<file path="src/sv/bftr_pkg.sv">
// ----------------------------------------------------------------------------
// bftr_pkg
// Shared constants and types of the bitmap font text rasterizer.
// ----------------------------------------------------------------------------
package bftr_pkg;

  localparam int GLYPH_COLUMNS = 8;
  localparam int GLYPH_ROWS    = 16;
  localparam int ROW_BITS_W    = 8;
  localparam int COL_W         = 3;
  localparam int ADDR_W        = 32;
  localparam int COORD_W       = 13;
  localparam int YP_W          = 28;
  localparam int PEN_W         = 16;
  localparam int WIDTH_W       = 15;
  localparam int COLOR_W       = 24;

  localparam logic [2:0] REG_FRAME_BASE    = 3'd0;
  localparam logic [2:0] REG_SCREEN_WIDTH  = 3'd1;
  localparam logic [2:0] REG_SCREEN_HEIGHT = 3'd2;
  localparam logic [2:0] REG_LINE_PITCH    = 3'd3;
  localparam logic [2:0] REG_FONT_BASELINE = 3'd4;
  localparam logic [2:0] REG_GLYPH_GAP     = 3'd5;

  typedef struct packed {
    logic [31:0] frame_base;
    logic [12:0] screen_width;
    logic [12:0] screen_height;
    logic [14:0] line_pitch;
    logic [4:0]  font_baseline;
    logic [3:0]  glyph_gap;
  } cfg_t;

  typedef struct packed {
    logic [GLYPH_COLUMNS-1:0] mask;
    logic [COLOR_W-1:0]       color;
    logic                     done;
    logic [WIDTH_W-1:0]       width;
    logic [YP_W-1:0]          yp;
  } row_t;

endpackage

</file>
<file path="src/sv/bftr_front.sv">
// ----------------------------------------------------------------------------
// bftr_front
// Accepts glyph rows, keeps the pen, clips rows and builds the row offset.
// ----------------------------------------------------------------------------
module bftr_front (
  input  logic                          clk,
  input  logic                          rst_n,
  input  bftr_pkg::cfg_t                cfg,
  input  logic                          in_valid,
  output logic                          in_ready,
  input  logic                          first_of_text,
  input  logic [12:0]                   text_x,
  input  logic [12:0]                   text_y,
  input  logic [7:0]                    row_bits,
  input  logic [3:0]                    row_index,
  input  logic [3:0]                    glyph_width,
  input  logic                          last_row_of_glyph,
  input  logic                          last_of_text,
  input  logic [23:0]                   draw_color,
  input  logic                          buf_free,
  output logic                          load_s2,
  output logic [bftr_pkg::PEN_W-1:0]    px,
  output logic                          s2_valid,
  output bftr_pkg::row_t                s2_row
);
  import bftr_pkg::*;

  logic                     accept;
  logic                     s2_ready;
  logic [3:0]               gw_c;
  logic [PEN_W-1:0]         pen_cur;
  logic [12:0]              start_cur;
  logic [PEN_W-1:0]         pen_nxt;
  logic [12:0]              start_nxt;
  logic [13:0]              y14;
  logic                     y_ok;
  logic                     row_ok;
  logic [GLYPH_COLUMNS-1:0] col_mask;
  logic [WIDTH_W-1:0]       width_c;

  logic [PEN_W-1:0]         pen_r;
  logic [12:0]              start_r;
  logic                     s1_v_r, s1_v_nxt;
  logic                     s2_v_r, s2_v_nxt;
  logic [PEN_W-1:0]         s1_px_r;
  logic [COORD_W-1:0]       s1_y_r;
  logic [GLYPH_COLUMNS-1:0] s1_mask_r;
  logic [COLOR_W-1:0]       s1_color_r;
  logic                     s1_done_r;
  logic [WIDTH_W-1:0]       s1_width_r;
  row_t                     s2_r;

  assign s2_ready = !s2_v_r || buf_free;
  assign in_ready = !s1_v_r || s2_ready;
  assign load_s2  = s1_v_r && s2_ready;
  assign accept   = in_valid && in_ready;

  always_comb begin
    gw_c      = (glyph_width > 4'(GLYPH_COLUMNS)) ? 4'(GLYPH_COLUMNS) : glyph_width;
    pen_cur   = first_of_text ? {{(PEN_W-13){text_x[12]}}, text_x} : pen_r;
    start_cur = first_of_text ? text_x : start_r;
    y14       = {text_y[12], text_y} - {9'd0, cfg.font_baseline} +
                {10'd0, row_index};
    y_ok      = !y14[13] && (y14[12:0] < cfg.screen_height);
    row_ok    = 6'(row_index) < 6'(GLYPH_ROWS);
    for (int c = 0; c < GLYPH_COLUMNS; c++) begin
      col_mask[c] = row_bits[ROW_BITS_W-1-c] && (4'(c) < gw_c) && y_ok && row_ok;
    end
    pen_nxt   = last_row_of_glyph ?
                (pen_cur + {12'd0, gw_c} + {12'd0, cfg.glyph_gap}) : pen_cur;
    start_nxt = start_cur;
    width_c   = pen_nxt[WIDTH_W-1:0] - {{(WIDTH_W-13){start_cur[12]}}, start_cur};
  end

  always_comb begin
    s1_v_nxt = s1_v_r;
    if (accept) begin
      s1_v_nxt = 1'b1;
    end else if (load_s2) begin
      s1_v_nxt = 1'b0;
    end
    s2_v_nxt = s2_v_r;
    if (load_s2) begin
      s2_v_nxt = 1'b1;
    end else if (buf_free) begin
      s2_v_nxt = 1'b0;
    end
  end

  always_ff @(posedge clk) begin
    if (!rst_n) begin
      pen_r   <= '0;
      start_r <= '0;
      s1_v_r  <= 1'b0;
      s2_v_r  <= 1'b0;
    end else begin
      s1_v_r <= s1_v_nxt;
      s2_v_r <= s2_v_nxt;
      if (accept) begin
        pen_r   <= pen_nxt;
        start_r <= start_nxt;
      end
    end
  end

  always_ff @(posedge clk) begin
    if (accept) begin
      s1_px_r    <= pen_cur;
      s1_y_r     <= y14[COORD_W-1:0];
      s1_mask_r  <= col_mask;
      s1_color_r <= draw_color;
      s1_done_r  <= last_of_text;
      s1_width_r <= width_c;
    end
    if (load_s2) begin
      s2_r.mask  <= s1_mask_r;
      s2_r.color <= s1_color_r;
      s2_r.done  <= s1_done_r;
      s2_r.width <= s1_width_r;
      s2_r.yp    <= {{(YP_W-COORD_W){1'b0}}, s1_y_r} *
                    {{(YP_W-15){1'b0}}, cfg.line_pitch};
    end
  end

  assign px       = s1_px_r;
  assign s2_valid = s2_v_r;
  assign s2_row   = s2_r;

endmodule

</file>
<file path="src/sv/bftr_lane.sv">
// ----------------------------------------------------------------------------
// bftr_lane
// One glyph column: clips its x and forms the pixel byte address.
// ----------------------------------------------------------------------------
module bftr_lane (
  input  logic                          clk,
  input  logic                          rst_n,
  input  logic                          load,
  input  logic [bftr_pkg::COL_W-1:0]    col,
  input  logic [bftr_pkg::PEN_W-1:0]    px,
  input  logic [12:0]                   screen_width,
  input  logic [31:0]                   frame_base,
  input  logic [bftr_pkg::YP_W-1:0]     yp,
  output logic                          ok,
  output logic [bftr_pkg::ADDR_W-1:0]   addr
);
  import bftr_pkg::*;

  logic [PEN_W:0]       x17;
  logic                 x_ok;
  logic [COORD_W-1:0]   x_r;
  logic                 ok_r;
  logic [COORD_W+1:0]   x3;

  always_comb begin
    x17  = {px[PEN_W-1], px} + {{(PEN_W+1-COL_W){1'b0}}, col};
    x_ok = !x17[PEN_W] && (x17[PEN_W-1:0] < {3'd0, screen_width});
    x3   = {1'b0, x_r, 1'b0} + {2'b0, x_r};
    addr = frame_base + {{(ADDR_W-YP_W){1'b0}}, yp} +
           {{(ADDR_W-COORD_W-2){1'b0}}, x3};
  end

  always_ff @(posedge clk) begin
    if (!rst_n) begin
      ok_r <= 1'b0;
    end else if (load) begin
      ok_r <= x_ok;
    end
  end

  always_ff @(posedge clk) begin
    if (load) begin
      x_r <= x17[COORD_W-1:0];
    end
  end

  assign ok = ok_r;

endmodule

</file>
<file path="src/sv/bftr_merge.sv">
// ----------------------------------------------------------------------------
// bftr_merge
// Collects the lane results of one row and sends them out in column order.
// ----------------------------------------------------------------------------
module bftr_merge (
  input  logic                                            clk,
  input  logic                                            rst_n,
  input  logic                                            s2_valid,
  input  bftr_pkg::row_t                                  s2_row,
  input  logic [bftr_pkg::GLYPH_COLUMNS-1:0]              lane_ok,
  input  logic [bftr_pkg::GLYPH_COLUMNS-1:0][bftr_pkg::ADDR_W-1:0] lane_addr,
  output logic                                            buf_free,
  output logic                                            out_valid,
  input  logic                                            out_ready,
  output logic                                            result_kind,
  output logic [31:0]                                     pixel_address,
  output logic [7:0]                                      pixel_blue,
  output logic [7:0]                                      pixel_green,
  output logic [7:0]                                      pixel_red,
  output logic [14:0]                                     text_width,
  output logic                                            last_result
);
  import bftr_pkg::*;

  logic [GLYPH_COLUMNS:0]                  pend_r, pend_nxt;
  logic [GLYPH_COLUMNS-1:0][ADDR_W-1:0]    addr_r;
  logic [COLOR_W-1:0]                      color_r;
  logic [WIDTH_W-1:0]                      width_r;
  logic [GLYPH_COLUMNS:0]                  pick;
  logic [GLYPH_COLUMNS:0]                  rest;
  logic [ADDR_W-1:0]                       addr_sel;
  logic                                    take;
  logic                                    load;

  always_comb begin
    pick     = pend_r & (~pend_r + 1'b1);
    rest     = pend_r & ~pick;
    addr_sel = '0;
    for (int c = 0; c < GLYPH_COLUMNS; c++) begin
      addr_sel = addr_sel | (addr_r[c] & {ADDR_W{pick[c]}});
    end
    out_valid = pend_r != '0;
    take      = out_valid && out_ready;
    buf_free  = !out_valid || (take && (rest == '0));
    load      = s2_valid && buf_free;
    pend_nxt  = pend_r;
    if (load) begin
      pend_nxt = {s2_row.done, s2_row.mask & lane_ok};
    end else if (take) begin
      pend_nxt = rest;
    end
  end

  always_ff @(posedge clk) begin
    if (!rst_n) begin
      pend_r <= '0;
    end else begin
      pend_r <= pend_nxt;
    end
  end

  always_ff @(posedge clk) begin
    if (load) begin
      addr_r  <= lane_addr;
      color_r <= s2_row.color;
      width_r <= s2_row.width;
    end
  end

  always_comb begin
    result_kind   = pick[GLYPH_COLUMNS];
    pixel_address = result_kind ? '0 : addr_sel;
    pixel_blue    = result_kind ? 8'd0 : color_r[7:0];
    pixel_green   = result_kind ? 8'd0 : color_r[15:8];
    pixel_red     = result_kind ? 8'd0 : color_r[23:16];
    text_width    = result_kind ? width_r : 15'd0;
    last_result   = rest == '0;
  end

endmodule

</file>
<file path="src/sv/bitmap_font_text_rasterizer.sv">
// ----------------------------------------------------------------------------
// bitmap_font_text_rasterizer
// Turns glyph rows into 24-bit framebuffer pixel writes and text widths.
// A row passes through the input stage, the second stage with the lane
// registers, and the merge buffer before its first result appears. A row
// has up to nine results, one result per cycle at the output port while
// out_tready is high; rows without results produce no output. Reset clears
// the pen, all valid state and loads the register defaults.
// ----------------------------------------------------------------------------
module bitmap_font_text_rasterizer (
  input  logic        clk,
  input  logic        rst_n,
  // tdata: text_x[12:0], text_y[25:13], row_bits[33:26], row_index[37:34],
  //        glyph_width[41:38], draw_color[65:42], zero fill[71:66]
  input  logic [71:0] in_tdata,
  // tuser: first_of_text[0], last_row_of_glyph[1]
  input  logic [1:0]  in_tuser,
  input  logic        in_tlast,
  input  logic        in_tvalid,
  output logic        in_tready,
  // tdata: pixel_address[31:0], pixel_blue[39:32], pixel_green[47:40],
  //        pixel_red[55:48], text_width[70:56], zero fill[71]
  output logic [71:0] out_tdata,
  // tuser: result_kind[0]
  output logic [0:0]  out_tuser,
  output logic        out_tlast,
  output logic        out_tvalid,
  input  logic        out_tready,
  input  logic        cfg_psel,
  input  logic        cfg_penable,
  input  logic        cfg_pwrite,
  input  logic [4:0]  cfg_paddr,
  input  logic [31:0] cfg_pwdata,
  output logic [31:0] cfg_prdata,
  output logic        cfg_pready
);
  import bftr_pkg::*;

  cfg_t                                 cfg_r;
  logic                                 wr_en;
  logic [2:0]                           reg_idx;
  logic                                 buf_free;
  logic                                 load_s2;
  logic [PEN_W-1:0]                     px;
  logic                                 s2_valid;
  row_t                                 s2_row;
  logic [GLYPH_COLUMNS-1:0]             lane_ok;
  logic [GLYPH_COLUMNS-1:0][ADDR_W-1:0] lane_addr;
  logic                                 result_kind;
  logic [31:0]                          pixel_address;
  logic [7:0]                           pixel_blue;
  logic [7:0]                           pixel_green;
  logic [7:0]                           pixel_red;
  logic [14:0]                          text_width;

  assign cfg_pready = 1'b1;
  assign reg_idx    = cfg_paddr[4:2];
  assign wr_en      = cfg_psel && cfg_penable && cfg_pwrite && cfg_pready;

  always_ff @(posedge clk) begin
    if (!rst_n) begin
      cfg_r.frame_base    <= 32'd0;
      cfg_r.screen_width  <= 13'd1024;
      cfg_r.screen_height <= 13'd768;
      cfg_r.line_pitch    <= 15'd3072;
      cfg_r.font_baseline <= 5'd12;
      cfg_r.glyph_gap     <= 4'd1;
    end else if (wr_en) begin
      unique case (reg_idx)
        REG_FRAME_BASE:    cfg_r.frame_base    <= cfg_pwdata;
        REG_SCREEN_WIDTH:  cfg_r.screen_width  <= cfg_pwdata[12:0];
        REG_SCREEN_HEIGHT: cfg_r.screen_height <= cfg_pwdata[12:0];
        REG_LINE_PITCH:    cfg_r.line_pitch    <= cfg_pwdata[14:0];
        REG_FONT_BASELINE: cfg_r.font_baseline <= cfg_pwdata[4:0];
        REG_GLYPH_GAP:     cfg_r.glyph_gap     <= cfg_pwdata[3:0];
        default: ;
      endcase
    end
  end

  always_comb begin
    unique case (reg_idx)
      REG_FRAME_BASE:    cfg_prdata = cfg_r.frame_base;
      REG_SCREEN_WIDTH:  cfg_prdata = {19'd0, cfg_r.screen_width};
      REG_SCREEN_HEIGHT: cfg_prdata = {19'd0, cfg_r.screen_height};
      REG_LINE_PITCH:    cfg_prdata = {17'd0, cfg_r.line_pitch};
      REG_FONT_BASELINE: cfg_prdata = {27'd0, cfg_r.font_baseline};
      REG_GLYPH_GAP:     cfg_prdata = {28'd0, cfg_r.glyph_gap};
      default:           cfg_prdata = 32'd0;
    endcase
  end

  bftr_front u_front (
    .clk               (clk),
    .rst_n             (rst_n),
    .cfg               (cfg_r),
    .in_valid          (in_tvalid),
    .in_ready          (in_tready),
    .first_of_text     (in_tuser[0]),
    .text_x            (in_tdata[12:0]),
    .text_y            (in_tdata[25:13]),
    .row_bits          (in_tdata[33:26]),
    .row_index         (in_tdata[37:34]),
    .glyph_width       (in_tdata[41:38]),
    .last_row_of_glyph (in_tuser[1]),
    .last_of_text      (in_tlast),
    .draw_color        (in_tdata[65:42]),
    .buf_free          (buf_free),
    .load_s2           (load_s2),
    .px                (px),
    .s2_valid          (s2_valid),
    .s2_row            (s2_row)
  );

  for (genvar g = 0; g < GLYPH_COLUMNS; g++) begin : g_lane
    bftr_lane u_lane (
      .clk          (clk),
      .rst_n        (rst_n),
      .load         (load_s2),
      .col          (COL_W'(g)),
      .px           (px),
      .screen_width (cfg_r.screen_width),
      .frame_base   (cfg_r.frame_base),
      .yp           (s2_row.yp),
      .ok           (lane_ok[g]),
      .addr         (lane_addr[g])
    );
  end

  bftr_merge u_merge (
    .clk           (clk),
    .rst_n         (rst_n),
    .s2_valid      (s2_valid),
    .s2_row        (s2_row),
    .lane_ok       (lane_ok),
    .lane_addr     (lane_addr),
    .buf_free      (buf_free),
    .out_valid     (out_tvalid),
    .out_ready     (out_tready),
    .result_kind   (result_kind),
    .pixel_address (pixel_address),
    .pixel_blue    (pixel_blue),
    .pixel_green   (pixel_green),
    .pixel_red     (pixel_red),
    .text_width    (text_width),
    .last_result   (out_tlast)
  );

  assign out_tuser = result_kind;
  assign out_tdata = {1'b0, text_width, pixel_red, pixel_green, pixel_blue, pixel_address};

endmodule
</file>
<file path="config.mk">
export PLATFORM = sky130hd
export DESIGN_NAME = bitmap_font_text_rasterizer
export DESIGN_NICKNAME = d
export VERILOG_FILES = /design/src/sv/bftr_pkg.sv /design/src/sv/bftr_front.sv /design/src/sv/bftr_lane.sv /design/src/sv/bftr_merge.sv /design/src/sv/bitmap_font_text_rasterizer.sv
export SDC_FILE = /design/constraint.sdc
export NUM_CORES = 2
export LEC_CHECK = 0
export BUFFER_PORTS_ARGS = -buffer_cell sky130_fd_sc_hd__buf_4
export CAP_MARGIN = 30
export CORE_MARGIN = 10
export CORE_UTILIZATION = 50
export CTS_CLUSTER_DIAMETER = 150
export CTS_CLUSTER_SIZE = 28
export DETAILED_ROUTE_END_ITERATION = 16
export GPL_ROUTABILITY_DRIVEN = 0
export GPL_TIMING_DRIVEN = 0
export MAX_ROUTING_LAYER = met4
export PLACE_DENSITY = 0.69
export SYNTH_ARGS = -nofsm -noshare
export SYNTH_HDL_FRONTEND = slang
export SYNTH_SLANG_ARGS = --single-unit
</file>
<file path="constraint.sdc">
create_clock -name clk -period 6 [get_ports clk]
set_input_delay 1.2 -clock clk [delete_from_list [all_inputs] [get_ports clk]]
set_output_delay 1.2 -clock clk [all_outputs]
set_load 0.005 [all_outputs]
</file>
; Word-level counts from Yosys, hierarchy flattened
; Cells that the tools add are included.
[totals]
regBits = 682
input_bits = 119
out_inout_bits = 109
word_cells = 197
[op_classes]
n_addsub = 30
multipliers = 1
magnitude_cmp = 18
eq_ne = 5
mux = 16
n_bitwise = 20
reduce_logical = 59
[ops]
columns = operator, n
row1 = $add 32x15->32, 8
row2 = $and 32x32->32, 8
row3 = $or 32x32->32, 7
row4 = $pmux 32 s6, 1
row5 = $lt 16x13->1, 8
row6 = $add 14x13->15, 8
row7 = $add 16x4->17 const B, 4
row8 = $add 16x3->17 const B, 2
row9 = $add 16x4->16, 2
row10 = $add 32x28->32, 1
row11 = $logic_and 1x1->1, 32
row12 = $mux 16, 2
row13 = $mux 32, 1
row14 = $mul 13x15->28, 1
row15 = $mux 8, 3
row16 = $and 9x9->9, 2
row17 = $mux 9, 2
row18 = $not 9->9, 2
row19 = $add 16x2->17 const B, 1
row20 = $lt 3x4->1 const A, 4
row21 = $mux 15, 1
row22 = $sub 15x15->15, 1
row23 = $add 14x4->14, 1
row24 = $sub 13x6->14, 1
row25 = 19 further kinds, 46

; Longest topological paths before layout
[depth]
depth_word = 12
mapped_depth = 23
depth_no_buf = 22

; Modules after synthesis
; A second synthesis with hierarchy kept.
[hier_totals]
cells_unflattened = 6106
hier_area_um2 = 60565.6
[by_module_without_submodules]
columns = module, n_inst, cells_per_inst, area_per_inst_um2, seq_area_each_um2
row1 = bftr_front, 1, 1407, 14810.5, 5215.0
row2 = bftr_merge, 1, 653, 11192.0, 9038.7
row3 = bftr_lane (g_lane[5].u_lane ...), 2, 484, 4020.1, 410.4
row4 = bftr_lane (g_lane[2].u_lane ...), 2, 440, 3767.4, 410.4
row5 = bftr_lane (g_lane[1].u_lane), 1, 459, 3847.4, 410.4
row6 = bftr_lane (g_lane[7].u_lane), 1, 448, 3792.4, 410.4
row7 = bitmap_font_text_rasterizer, 1, 396, 3787.4, 1641.6
row8 = bftr_lane (g_lane[4].u_lane), 1, 447, 3781.1, 410.4
row9 = bftr_lane (g_lane[0].u_lane), 1, 448, 3779.9, 410.4

; Worst setup path after synthesis
; OpenSTA, ideal clock, no wires.
[synth_path]
path_type = register -> register
startpoint = register u_merge.pend_r[0]
endpoint = register u_merge.pend_r[8]
setup_ns = 0.077
arrival_ns = 6.062
required_time_ns = 5.923
slack_ns = -0.139
path_stages_with_launch = 12
path_buffers = 3
cell_sequence = dfxtp_1 -> buf_6 -> or4_4 -> or3_1 -> buf_2 -> maj3_2 -> o21ai_2 -> a31oi_1 -> nor2b_1 -> buf_2 -> a22oi_1 -> nor2b_1
[synth_between]
elab_chain_len = 10
[synth_rtl]
columns = item, line
row1 = start: declaration, bftr_merge.sv:25  ; logic [GLYPH_COLUMNS:0] pend_r, pend_nxt;
row2 = start signal: assignment, bftr_merge.sv:58  ; pend_r <= pend_nxt;
row3 = $not 9->9, bftr_merge.sv:36  ; pick = pend_r & (~pend_r + 1'b1);
row4 = $add 9x1->9, bftr_merge.sv:36
row5 = $and 9x9->9, bftr_merge.sv:36
row6 = $not 9->9, bftr_merge.sv:37  ; rest = pend_r & ~pick;
row7 = $and 9x9->9, bftr_merge.sv:37
row8 = $logic_not 9->1, bftr_merge.sv:44  ; buf_free = !out_valid || (take && (rest == '0));
row9 = $logic_and 1x1->1, bftr_merge.sv:44
row10 = $logic_or 1x1->1 *, bftr_merge.sv:44
row11 = $logic_and 1x1->1 *, bftr_merge.sv:45  ; load = s2_valid && buf_free;
row12 = net u_merge.load, bftr_merge.sv:33  ; logic load;
row13 = $mux 9 or $reduce_bool 2->1 (tied branches), --
; Mark *: on every way through the listed nets, which the timed path passes. The rest lies on a longest branch. The select of a mux whose other input is x is not followed.
; A chain may end at the register's enable or synchronous reset.

; Final worst setup path
[layout_path]
startpoint = register u_front.s1_y_r[3]
endpoint = register u_front.s2_row[26] (netlist name)
[layout_between]
elab_chain_len = 1
[layout_rtl]
columns = item, line
row1 = start: declaration, bftr_front.sv:46  ; logic [COORD_W-1:0] s1_y_r;
row2 = start signal: assignment, bftr_front.sv:109  ; s1_y_r <= y14[COORD_W-1:0];
row3 = $mul 13x15->28, bftr_front.sv:120  ; s2_r.yp <= {{(YP_W-COORD_W){1'b0}}, s1_y_r} *
; No other way between the ends.

==> run metrics <==
Post-DP HPWL=98500 microns; Max Clock Skew=0.0455 ns; Synth Area per Inst=10.3 sq um; Most common cell on crit path=fa_1; leak pwr=22.0 nW; num rows=112; Die X=326 microns; fin cells=6125; Seq cells post-synth=662; min-delay worst type=reg -> reg; Buf/Inv on CP=5; vias=33700; Setup crit start=u_front.s1_y_r[3]$_DFFE_PP_; hold_buf cts=0; Total Power=12.1 mW; register area=18600 sq um; internal power=8.02 mW; slowest cell on the critical path=fa_1; htree depth=1; Max VDD drop=0.211 mV; Worst EP required=6.40 ns; Fin. Hold Viols=0; drt wl/cell=20.3 microns; # clock sinks=662; slew at the pin with the worst max-slew slack=1.04 ns; CTS tree=yes; Reg power frac=0.464; DP Cell Count=6061; fin crit share=0.986; Nets=5585; crit path DAT=6.32 ns; Net Sw Frac=0.338; Sw Pwr=4.09 mW; max_cap viols=0; aggregate global routing overflow=0; Detail Route Antenna Nets=0; RR Startpoint=u_front.s1_y_r[3]$_DFFE_PP_; Async SR Flop Fraction=0; Final Core Density=0.553; core area=93200 sq um; die area=107000 sq um; global-route wire length before repair=192000 microns; layout cell share with drive strength beyond 1=0.0912; RSZ-0062 raised after global routing=true; CTS Buf Count=27; commonest non-fill, non-tap cells in the layout=616 x inv_1, 532 x edfxtp_1, 481 x nand2_1; DRT Wirelength=124000 microns; top-area cell type share of the netlist area=0.340; Ports=228; CTS root buf=clkbuf_16; Die Ht=326 microns; total track usage=0.235; mapped cell area=47000 sq um; Syn Nets=5304; Synth area leaders=edfxtp_1 34%, fa_1 11%, ha_1 9.7%; Buffers on Ports=215; Residual DRC=0; Synth Flop Type=edfxtp_1; Final TNS setup=0 ns; CP startpoint kind=register; Slew Viols, Final=0; source of the worst hold timing path=u_front.s2_row[40]$_DFFE_PP_; Via density=5.50; initial DRC count=2878; Ys Warns=0; post-layout min period=5.91 ns; clk_lat worst skew=0.67 ns; post-synth top area cell=edfxtp_1; power share of the clock group=0.192; Starting Density=0.504; vias in the first global route=33500; Unique masters post-synth=102; crit-path max cell delay=0.53 ns; Worst-path clk slew=0.12 ns; Setup CP Type=reg -> reg; Crit. End Element=register; status=complete, no violations; Comb pwr share=0.344; antenna violations before repair=4; Fill cells=8149; DR pass1 iterations=6; # setup viols final=0; Max Clock Freq=0.169 GHz; commonest non-fill, non-tap cell in the layout=inv_1; multi-input logic area=25500 sq um; largest net degree at the start of global routing=179; number of synthesized flops with an enable pin=532; relative slew slack=0.302; post-synthesis cell count=4566; Crit path max-delay family=adder cells; P&R area growth vs syn=9.83%; peak fanout along the critical path=6; Critical Path, Cell by Cell=clkbuf_8 > and2_1 > fa_1 > inv_1 > fa_1 > inv_1 > fa_1 > fa_1 > inv_1 > fa_1 > inv_1 > ha_1 > a21oi_2 > nor3b_1 > o21ai_1 > a31oi_2 > a31oi_1 > a41oi_2 > a21oi_1 > a21o_1 > a21oi_1 > xnor2_1; Seq/Total Area, Yosys=0.396; Max Root-Sink Buffers=3; pwr dens=235 nW/um^2
-- path summary, 6_finish.rpt --
check / to / slack (ns) / cells after the start
max reg2reg: u_front.s2_row[26]$_DFFE_PP_ / 0.09 / 22
min reg2reg: u_merge.width_r[12]$_DFFE_PP_ / 0.41 / 0
min: u_merge.width_r[12]$_DFFE_PP_ / 0.41 / 0
max: u_front.s2_row[26]$_DFFE_PP_ / 0.09 / 22
-- worst register-to-register path: stages, from the launching register on --
cell and delay, ns:
edfxtp_1 0.48, clkbuf_8 0.20, and2_1 0.17, fa_1 0.53
inv_1 0.05, fa_1 0.52, inv_1 0.05, fa_1 0.52
fa_1 0.50, inv_1 0.05, fa_1 0.52, inv_1 0.04
ha_1 0.35, a21oi_2 0.17, nor3b_1 0.20, o21ai_1 0.15
a31oi_2 0.21, a31oi_1 0.17, a41oi_2 0.19, a21oi_1 0.12
a21o_1 0.19, a21oi_1 0.16, xnor2_1 0.08
-- sequential cells by signal (all words and copies together) (netlist names) --
register	cells
cfg_r	82
u_merge.pend_r	9
u_merge.width_r	15
u_front.s1_mask_r	8
u_front.s1_y_r	13
u_front.pen_r	16
u_front.s2_valid	1
u_front.s1_width_r	15
u_front.s1_color_r	24
u_front.s1_v_r	1
u_front.s2_row	76
u_front.s1_done_r	1
g_lane.u_lane.ok	8
u_front.px	16
g_lane.u_lane.x_r	94
u_front.start_r	13
u_merge.addr_r	246
u_merge.color_r	24
-- layer usage --
metal	vias to the layer above	part of all wire	GRT usage
met2	1024	0.48	0.388
li1	16000	-	-
met1	16400	0.43	0.305
met4	0	0.030	0.0670
met3	184	0.060	0.0249
met5	-	0	-
-- kinds of logic after synthesis --
group                    count (synthesis)  synth area share
AO/OA/AOI/OAI                          731             0.110
multiplexers                            67            0.0167
other                                    2          0.000160
adder cells (fa/ha/maj)                621             0.206
AND/OR/NAND/NOR                       1301             0.133
flip-flops                             662             0.396
buffers and inverters                  792            0.0652
XOR/XNOR                               390            0.0737
-- metrics by stage --
stage          worst slack, ns  hold slack (ns)  area (sq um)
4_1_cts                 0.0280            0.418         51400
6_report                0.0869            0.410         51600
5_1_grt                 -0.235            0.421         51600
3_5_place_dp             -1.15            0.405         50500
2_1_floorplan           0.0487            0.400         47000
3_3_place_gp             -1.07            0.400         50100
-- cell type report --
| class | instances | area share |
|---|---|---|
| inverters | 619 | 0.0453 |
| repair buffers | 255 | 0.0393 |
| diodes | 3 | 0.000146 |
| clock inverters | 3 | 0.000631 |
| multi-input cells | 3112 | 0.494 |
| clock buffers | 47 | 0.0146 |
| flip-flops and latches | 662 | 0.360 |
| plain buffers | 170 | 0.0150 |
| well taps | 1254 | 0.0304 |
-- synthesized netlist by cell type (18+ instances only) --
cell,instances
a22oi_1,37
nand2b_1,33
xor2_1,157
nor3_1,66
nor2_1,250
o21ai_0,101
o211ai_1,19
a222oi_1,30
dfxtp_1,130
edfxtp_1,532
fa_1,254
nand3_1,101
and3_1,50
ha_1,365
and2_1,156
xnor2_1,230
a21o_1,76
o21a_1,18
nand4_1,22
a21oi_1,145
inv_1,616
a21boi_0,85
buf_2,20
nor2b_1,77
o21bai_1,27
mux2i_1,50
a221oi_1,30
nand2_1,481
clkbuf_1,131
a31oi_1,23
-- power by group through the flow --
| stage | clock (mW) | sequential, mW | combinational (mW) |
|---|---|---|---|
| 2_1_floorplan | 0 | 5.67 | 2.92 |
| 3_3_place_gp | 0 | 5.73 | 3.89 |
| 3_5_place_dp | 0 | 5.74 | 4.04 |
| 4_1_cts | 2.36 | 5.62 | 4.10 |
| 6_report | 2.33 | 5.62 | 4.17 |
| 5_1_grt | 2.52 | 5.65 | 4.63 |
-- timing repair --
item / CTS / global route
hold endpoints to repair: 0 / 0
gates resized for setup: 38 / 23
setup buffers: 7 / 6
endpoints found under the setup margin: 23 / 52
pin swaps: 3 / 2
cloned: 0 / 0
(Power assumes the default switching activity.)
